`config.mk`:
```
export PLATFORM = sky130hd
export DESIGN_NAME = bpe_controller
export DESIGN_NICKNAME = d
export VERILOG_FILES = /design/src/rtl/bpe_pkg.sv /design/src/rtl/bpe_controller.sv
export SDC_FILE = /design/constraint.sdc
export NUM_CORES = 1
export LEC_CHECK = 0
export BUFFER_PORTS_ARGS = -buffer_cell sky130_fd_sc_hd__buf_4
export CORE_UTILIZATION = 48
export DETAILED_ROUTE_END_ITERATION = 10
export GPL_ROUTABILITY_DRIVEN = 0
export GPL_TIMING_DRIVEN = 0
export PLACE_DENSITY = 0.85
export SLEW_MARGIN = 20
export SYNTH_ARGS = -nofsm -noshare
export SYNTH_HDL_FRONTEND = slang
export SYNTH_SLANG_ARGS = --single-unit
```
`constraint.sdc`:
```
create_clock -name clock -period 11.5 [get_ports clock]
set_clock_uncertainty 0.2 [all_clocks]
set_input_delay 2.3 -clock clock [delete_from_list [all_inputs] [get_ports clock]]
set_output_delay 2.3 -clock clock [all_outputs]
set_load 0.005 [all_outputs]
```
`src/rtl/bpe_pkg.sv`:
```
package bpe_pkg;

   // storage and widths
   localparam int MAX_POINTS = 32;
   localparam int IDX_W      = $clog2(MAX_POINTS);
   localparam int CNT_W      = $clog2(MAX_POINTS + 1);
   localparam int COORD_W    = 16;
   localparam int T_W        = 17;
   localparam int FRAC_W     = 16;
   localparam int W_W        = COORD_W + FRAC_W;
   localparam int RES_W      = 24;
   localparam int OUT_SHIFT  = W_W - RES_W;

   localparam logic [T_W-1:0] T_ONE = T_W'(1 << FRAC_W);

   // request function codes
   localparam logic [1:0] FUNC_START  = 2'd0;
   localparam logic [1:0] FUNC_APPEND = 2'd1;
   localparam logic [1:0] FUNC_EVAL   = 2'd2;

   // result status codes
   localparam logic [1:0] STATUS_OK      = 2'd0;
   localparam logic [1:0] STATUS_EMPTY   = 2'd1;
   localparam logic [1:0] STATUS_DROPPED = 2'd2;

   typedef struct packed {
      logic [1:0]                func;
      logic signed [COORD_W-1:0] point_x;
      logic signed [COORD_W-1:0] point_y;
      logic [T_W-1:0]            t_param;
   } req_type;

   typedef struct packed {
      logic signed [RES_W-1:0] curve_x;
      logic signed [RES_W-1:0] curve_y;
      logic [1:0]              status;
   } rsp_type;

   typedef struct packed {
      logic             pt_we;
      logic [IDX_W-1:0] pt_waddr;
      logic             t_load;
      logic             rd_en;
      logic [IDX_W-1:0] rd_addr;
      logic             rd_src_pts;
      logic             res_single;
   } dp_cmd_type;

   typedef struct packed {
      logic                    busy;
      logic signed [RES_W-1:0] res_x;
      logic signed [RES_W-1:0] res_y;
   } dp_stat_type;

endpackage

```
`src/rtl/bpe_controller.sv`:
```
module bpe_controller (
   input  logic                 clock,
   input  logic                 reset,
   input  logic                 req_valid,
   output logic                 req_stall,
   input  bpe_pkg::req_type     req_data,
   output logic                 rsp_valid,
   input  logic                 rsp_stall,
   output bpe_pkg::rsp_type     rsp_data,
   output bpe_pkg::dp_cmd_type  cmd,
   input  bpe_pkg::dp_stat_type stat
);
   import bpe_pkg::*;

   typedef enum logic [1:0] {ST_IDLE, ST_ISSUE, ST_DRAIN, ST_FINISH} state_type;

   state_type        state_ff, state_in;
   logic [CNT_W-1:0] count_ff, count_in;
   logic             dropped_ff, dropped_in;
   logic [CNT_W-1:0] lvl_ff, lvl_in;
   logic [IDX_W-1:0] rd_idx_ff, rd_idx_in;
   logic             first_ff, first_in;
   logic             empty_ff, empty_in;
   logic             rsp_valid_ff, rsp_valid_in;
   rsp_type          rsp_data_ff, rsp_data_in;
   logic             accept;
   logic             out_free;

   assign req_stall = (state_ff != ST_IDLE);
   assign accept    = req_valid && !req_stall;
   assign out_free  = !rsp_valid_ff || !rsp_stall;

   always_comb begin
      state_in     = state_ff;
      count_in     = count_ff;
      dropped_in   = dropped_ff;
      lvl_in       = lvl_ff;
      rd_idx_in    = rd_idx_ff;
      first_in     = first_ff;
      empty_in     = empty_ff;
      rsp_valid_in = rsp_valid_ff && rsp_stall;
      rsp_data_in  = rsp_data_ff;

      cmd            = '0;
      cmd.rd_addr    = rd_idx_ff;
      cmd.rd_src_pts = first_ff;
      cmd.res_single = (lvl_ff == CNT_W'(1));

      case (state_ff)
         ST_IDLE: begin
            if (accept) begin
               case (req_data.func)
                  FUNC_START: begin
                     cmd.pt_we    = 1'b1;
                     cmd.pt_waddr = '0;
                     count_in     = CNT_W'(1);
                     dropped_in   = 1'b0;
                  end
                  FUNC_APPEND: begin
                     if (count_ff < CNT_W'(MAX_POINTS)) begin
                        cmd.pt_we    = 1'b1;
                        cmd.pt_waddr = count_ff[IDX_W-1:0];
                        count_in     = count_ff + CNT_W'(1);
                     end else begin
                        dropped_in = 1'b1;
                     end
                  end
                  FUNC_EVAL: begin
                     cmd.t_load = 1'b1;
                     lvl_in     = count_ff;
                     rd_idx_in  = '0;
                     first_in   = 1'b1;
                     empty_in   = (count_ff == '0);
                     state_in   = (count_ff == '0) ? ST_FINISH : ST_ISSUE;
                  end
                  default: begin
                  end
               endcase
            end
         end
         ST_ISSUE: begin
            cmd.rd_en = 1'b1;
            if (CNT_W'(rd_idx_ff) == lvl_ff - CNT_W'(1)) begin
               state_in = ST_DRAIN;
            end else begin
               rd_idx_in = rd_idx_ff + IDX_W'(1);
            end
         end
         ST_DRAIN: begin
            if (!stat.busy) begin
               if (lvl_ff <= CNT_W'(2)) begin
                  state_in = ST_FINISH;
               end else begin
                  lvl_in    = lvl_ff - CNT_W'(1);
                  rd_idx_in = '0;
                  first_in  = 1'b0;
                  state_in  = ST_ISSUE;
               end
            end
         end
         ST_FINISH: begin
            if (out_free) begin
               rsp_valid_in = 1'b1;
               if (empty_ff) begin
                  rsp_data_in.curve_x = '0;
                  rsp_data_in.curve_y = '0;
                  rsp_data_in.status  = STATUS_EMPTY;
               end else begin
                  rsp_data_in.curve_x = stat.res_x;
                  rsp_data_in.curve_y = stat.res_y;
                  rsp_data_in.status  = dropped_ff ? STATUS_DROPPED : STATUS_OK;
               end
               state_in = ST_IDLE;
            end
         end
         default: begin
            state_in = ST_IDLE;
         end
      endcase
   end

   always_ff @(posedge clock) begin
      if (reset) begin
         state_ff     <= ST_IDLE;
         count_ff     <= '0;
         dropped_ff   <= 1'b0;
         rsp_valid_ff <= 1'b0;
      end else begin
         state_ff     <= state_in;
         count_ff     <= count_in;
         dropped_ff   <= dropped_in;
         rsp_valid_ff <= rsp_valid_in;
      end
      lvl_ff      <= lvl_in;
      rd_idx_ff   <= rd_idx_in;
      first_ff    <= first_in;
      empty_ff    <= empty_in;
      rsp_data_ff <= rsp_data_in;
   end

   assign rsp_valid = rsp_valid_ff;
   assign rsp_data  = rsp_data_ff;

endmodule

```
---- After elaboration in Yosys (flattened, before gate mapping) ----
Index checks and enable logic that the tools add are counted.
word-level totals
  flip-flop bits (word level) ............. 73
  input port bits ......................... 104
  word-level logic and storage cells ...... 89
operators by class
  add/subtract/negate cells ............... 3
  $lt $le $gt $ge ......................... 2
  equality and inequality tests ........... 16
  multiplexer cells ....................... 37
  reductions and logical operators ........ 20
operators by type and width
  kind                 count
  $mux 6               6
  $pmux 6 s2           3
  $mux 5               5
  $mux 2               8
  $ne 2x2->1 const B   8
  $pmux 5 s3           1
  $mux 7               2
  $reduce_and 5->1     2
  $mux 1               9
  $pmux 2 s4           1
  $reduce_and 4->1     2
  $add 6x1->6 const B  1
  $eq 2x2->1 const B   3
  $eq 5x6->1           1
  $eq 6x1->1 const B   1
  $le 6x2->1 const B   1
  $logic_not 6->1      1
  $lt 6x6->1 const B   1
  $reduce_and 6->1     1
  $reduce_bool 2->1    3
  $sub 6x1->6 const B  1
  $add 5x1->5 const B  1
  $eq 2x1->1 const B   2
  $logic_not 2->1      2
  other kinds (8)      12

---- Longest topological paths before layout ----
  depth after elaboration ................. 5
  mapped depth ............................ 6
  depth with buffers taken out ............ 6

---- Worst setup path before layout ----
Ideal clock, no wire load.
  kind .................................... input-to-output
  from .................................... in req_data[50] in the netlist's numbering
  to ...................................... out cmd[10] in the netlist's numbering
  arrival ................................. 3107 ps
  required time ........................... 9000 ps
  path slack .............................. 5893 ps
  stages on the path ...................... 3
  path buffers ............................ 0
  cell sequence ........................... nor4b_4 -> nor3b_4 -> and2_1
RTL lines
  item         line                  RTL
  from (decl)  bpe_controller.sv:6   input bpe_pkg::req_type req_data,
  to (decl)    bpe_controller.sv:10  output bpe_pkg::dp_cmd_type cmd,

==> results.md <==
- CP Launch Type: primary input
- RSZ-0062 raised after global routing: no
- Max-cap violations: 0
- Pin count of the biggest net entering global routing: 28
- CP peak stage delay: 0.44 ns
- Ys flop type: edfxtp_1
- Lkg Pwr: 1.826 nW
- Worst Tran Pin Value: 0.8558 ns
- FP Rows: 29
- Yosys warning count: 0
- TritonRoute pass-1 iters: 7
- Max-slew violations: 0
- Post-synth top area share: 58.74%
- Hold path depth: 2
- R2r setup slk: 8.93 ns
- Placed insts: 443
- CTS buffer count: 9
- Syn Area/Cell: 13.20 um^2
- Final core utilization: 70.00%
- Critical Path, Cell by Cell: buf_4, nor4b_4, nor3b_4, and2_1, buf_4
- Min-delay src: dropped_ff
- CTS root buf: clkbuf_8
- Initial antenna violation count: 0
- H-Tree Depth: 3
- Post-synth cell types: 41
- CTS clock-pin slew for the worst setup and hold paths: 0.07 ns
- Worst VDD drop: 0.08074 mV
- CTS max path bufs: 2
- Synthesized cell area: 0.003221 mm^2
- Critical path type: primary input to output port
- R2R cell count: 6
- Io pins: 171
- Arr. time, crit path: 3.52 ns
- Antenna viol nets, final: 0
- Synth-to-Final Area Change: 39.59%
- CP max FO: 8
- Sequential fraction of the synthesis area: 64.96%
- CTS resizes: 0
- Post-CTS Setup Inserts: 0
- Total Routing Usage GR: 20.54%
- Layout cell share with drive strength beyond 1: 38.48%
- CTS tree: done
- Post-synthesis instance total: 244
- Starting Density: 50.15%
- Critical path endpoint category: output port
- Status: finished with violations
- FF-to-FF End: rd_idx_ff[3]
- Drt drc: 26
- Cell mode on critical path: buf_4
- Core area: 0.006422 mm^2
- Iteration-0 DRC count of the detailed router: 92
- Worst hold path type: register to register
- I/O Buffers: 121
- Max-slew headroom: 42.81%
- Final setup fails: 0
- Async SR Flop Fraction: 0%
- Fin crit share: 52.37%
- Flops & latches, synth: 73
- Fmax: 166.0 MHz
- Post-synth EDFFs: 63
- Sink Count: 73
- DR vias: 2293
- Worst Hold End: dropped_ff
- Dpl hpwl: 5.029 mm
- Power density over the cells: 135.4 mW/mm^2
- Die Wd: 83.91 um
- Total congestion overflow: 0
- DIE AREA: 0.007041 mm^2
- Final min period: 6.023 ns
- WL per Instance: 15.09 um
- Antenna cells: 0
- Vias per cell: 4.996
- WL final: 6.927 mm
- Vias in the first global route: 2273
- CP max stage cell: nor4b_4
- Cts hold-fix bufs: 0
- Main area contributors after synthesis: edfxtp_1 59%, nor2b_1 9.7%, dfxtp_1 6.2%, ha_1 2.3%, and2_1 1.9%
- Clock Latency Late Sink: 0.33 ns
- First-pass GRT wire length: 11.07 mm
- CP required: 9.00 ns
- Hold Violations, Final: 0
- Final std cells w/o fill: 459
- DIE HEIGHT: 83.91 um
- Syn_nets: 354
- Post-route setup TNS: 0 ns
- Failing checks: DRC
- Area leader, netlist: edfxtp_1
- Nets@finish: 487
- Critical R2R Launch: lvl_ff[0]
==> worst max-delay path, delay by kind of cell <==
family | cells | cell delay (ns)
buf+inv | 2 | 0.24
simple gates | 3 | 0.98
==> power breakdown <==
part,total [mW],internal [mW],switching [mW],leakage [nW]
clock,0.234,0.144,0.0905,0.118
sequential,0.305,0.297,0.00811,0.663
combinational,0.0692,0.0401,0.0291,1.04
==> placed cells by master, fill, tap and decap left out, drive strengths merged, types with 2 or more instances in the layout <==
cell type / count
and3: 2
inv: 8
nand3: 6
nor3b: 3
xor2: 6
clkbuf: 16
edfxtp: 63
nor2b: 50
nor4: 3
ha: 6
nand2: 11
dfxtp: 10
bufinv: 3
xnor2: 7
nor3: 4
and2: 10
a21oi: 4
or3: 2
clkinv: 3
nor2: 15
o21ai: 6
buf: 125
nand2b: 3
==> cell type report <==
class | count | area [um^2]
Sequential cell | 73 | 2092
Fill cell | 458 | 1927
Multi-Input combinational cell | 154 | 1054
Timing Repair Buffer | 122 | 935.9
Clock buffer | 10 | 127.6
Clock inverter | 6 | 107.6
Tap cell | 77 | 96.34
Buffer | 9 | 52.55
Inverter | 8 | 30.03
==> synthesized netlist by cell type, types with 2 or more instances <==
master and instances:
edfxtp_1 63, nor3_1 4, clkbuf_1 6, nor2_1 15, and2_1 10, dfxtp_1 10
xnor2_1 7, and3_1 2, xor2_1 6, nand2_1 11, inv_1 8, nor4_1 2
nor2b_1 50, nand3_1 6, nor3b_1 2, ha_1 6, o21ai_0 6, nand2b_1 3
a21oi_1 4, buf_6 2
==> worst max-delay path by stage <==
stage	depth (start not counted)	slack, ns	to	startpoint
4_1_cts	5	5.47	cmd[13]	req_data[50]
5_1_grt	5	5.31	cmd[11]	req_data[50]
3_3_place_gp	3	5.31	rsp_data[10]	rsp_stall
2_1_floorplan	3	5.89	cmd[10]	req_data[50]
6_report	5	5.48	cmd[13]	req_data[50]
3_5_place_dp	5	5.47	cmd[13]	req_data[50]
==> per-layer routing <==
layer	vias to the layer above	GRT usage (%)	routed length, um
met5	-	0	0
met4	0	8.777	97
met3	10	3.858	449
met2	95	35.62	3599
met1	1069	25.07	2781
li1	1119	-	-
==> stage by stage <==
| stage | hold WS (ns) | area (um^2) | total power [mW] | worst slack, ns |
|---|---|---|---|---|
| finish | 0.2787 | 4496 | 0.6085 | 5.477 |
| global route | 0.2933 | 4496 | 0.6336 | 5.308 |
| CTS | 0.2724 | 4496 | 0.6141 | 5.468 |
| detailed placement | 0.2553 | 4260 | 0.3802 | 5.473 |
| global placement | 0.2491 | 4225 | 0.3776 | 5.309 |
| floorplan | 0.2290 | 3221 | 0.3467 | 5.893 |
==> registers in the layout, indices dropped and copies added (netlist names) <==
name        cells
rd_idx_ff       5
rsp_data       50
lvl_ff          6
dropped_ff      1
first_ff        1
state_ff        2
empty_ff        1
count_ff        6
rsp_valid       1
==> kinds of logic (layout without fill, tap and decap cells) <==
| family | after synthesis | in the layout | share of synthesized area, % |
|---|---|---|---|
| compound gates | 19 | 19 | 3.808 |
| xor+xnor | 15 | 15 | 4.973 |
| fa+ha+maj | 6 | 6 | 2.331 |
| buf+inv | 17 | 155 | 2.564 |
| flops | 73 | 73 | 64.96 |
| mux | 1 | 1 | 0.3496 |
| simple gates | 113 | 113 | 21.02 |
Power figures use the tool's default switching activity.
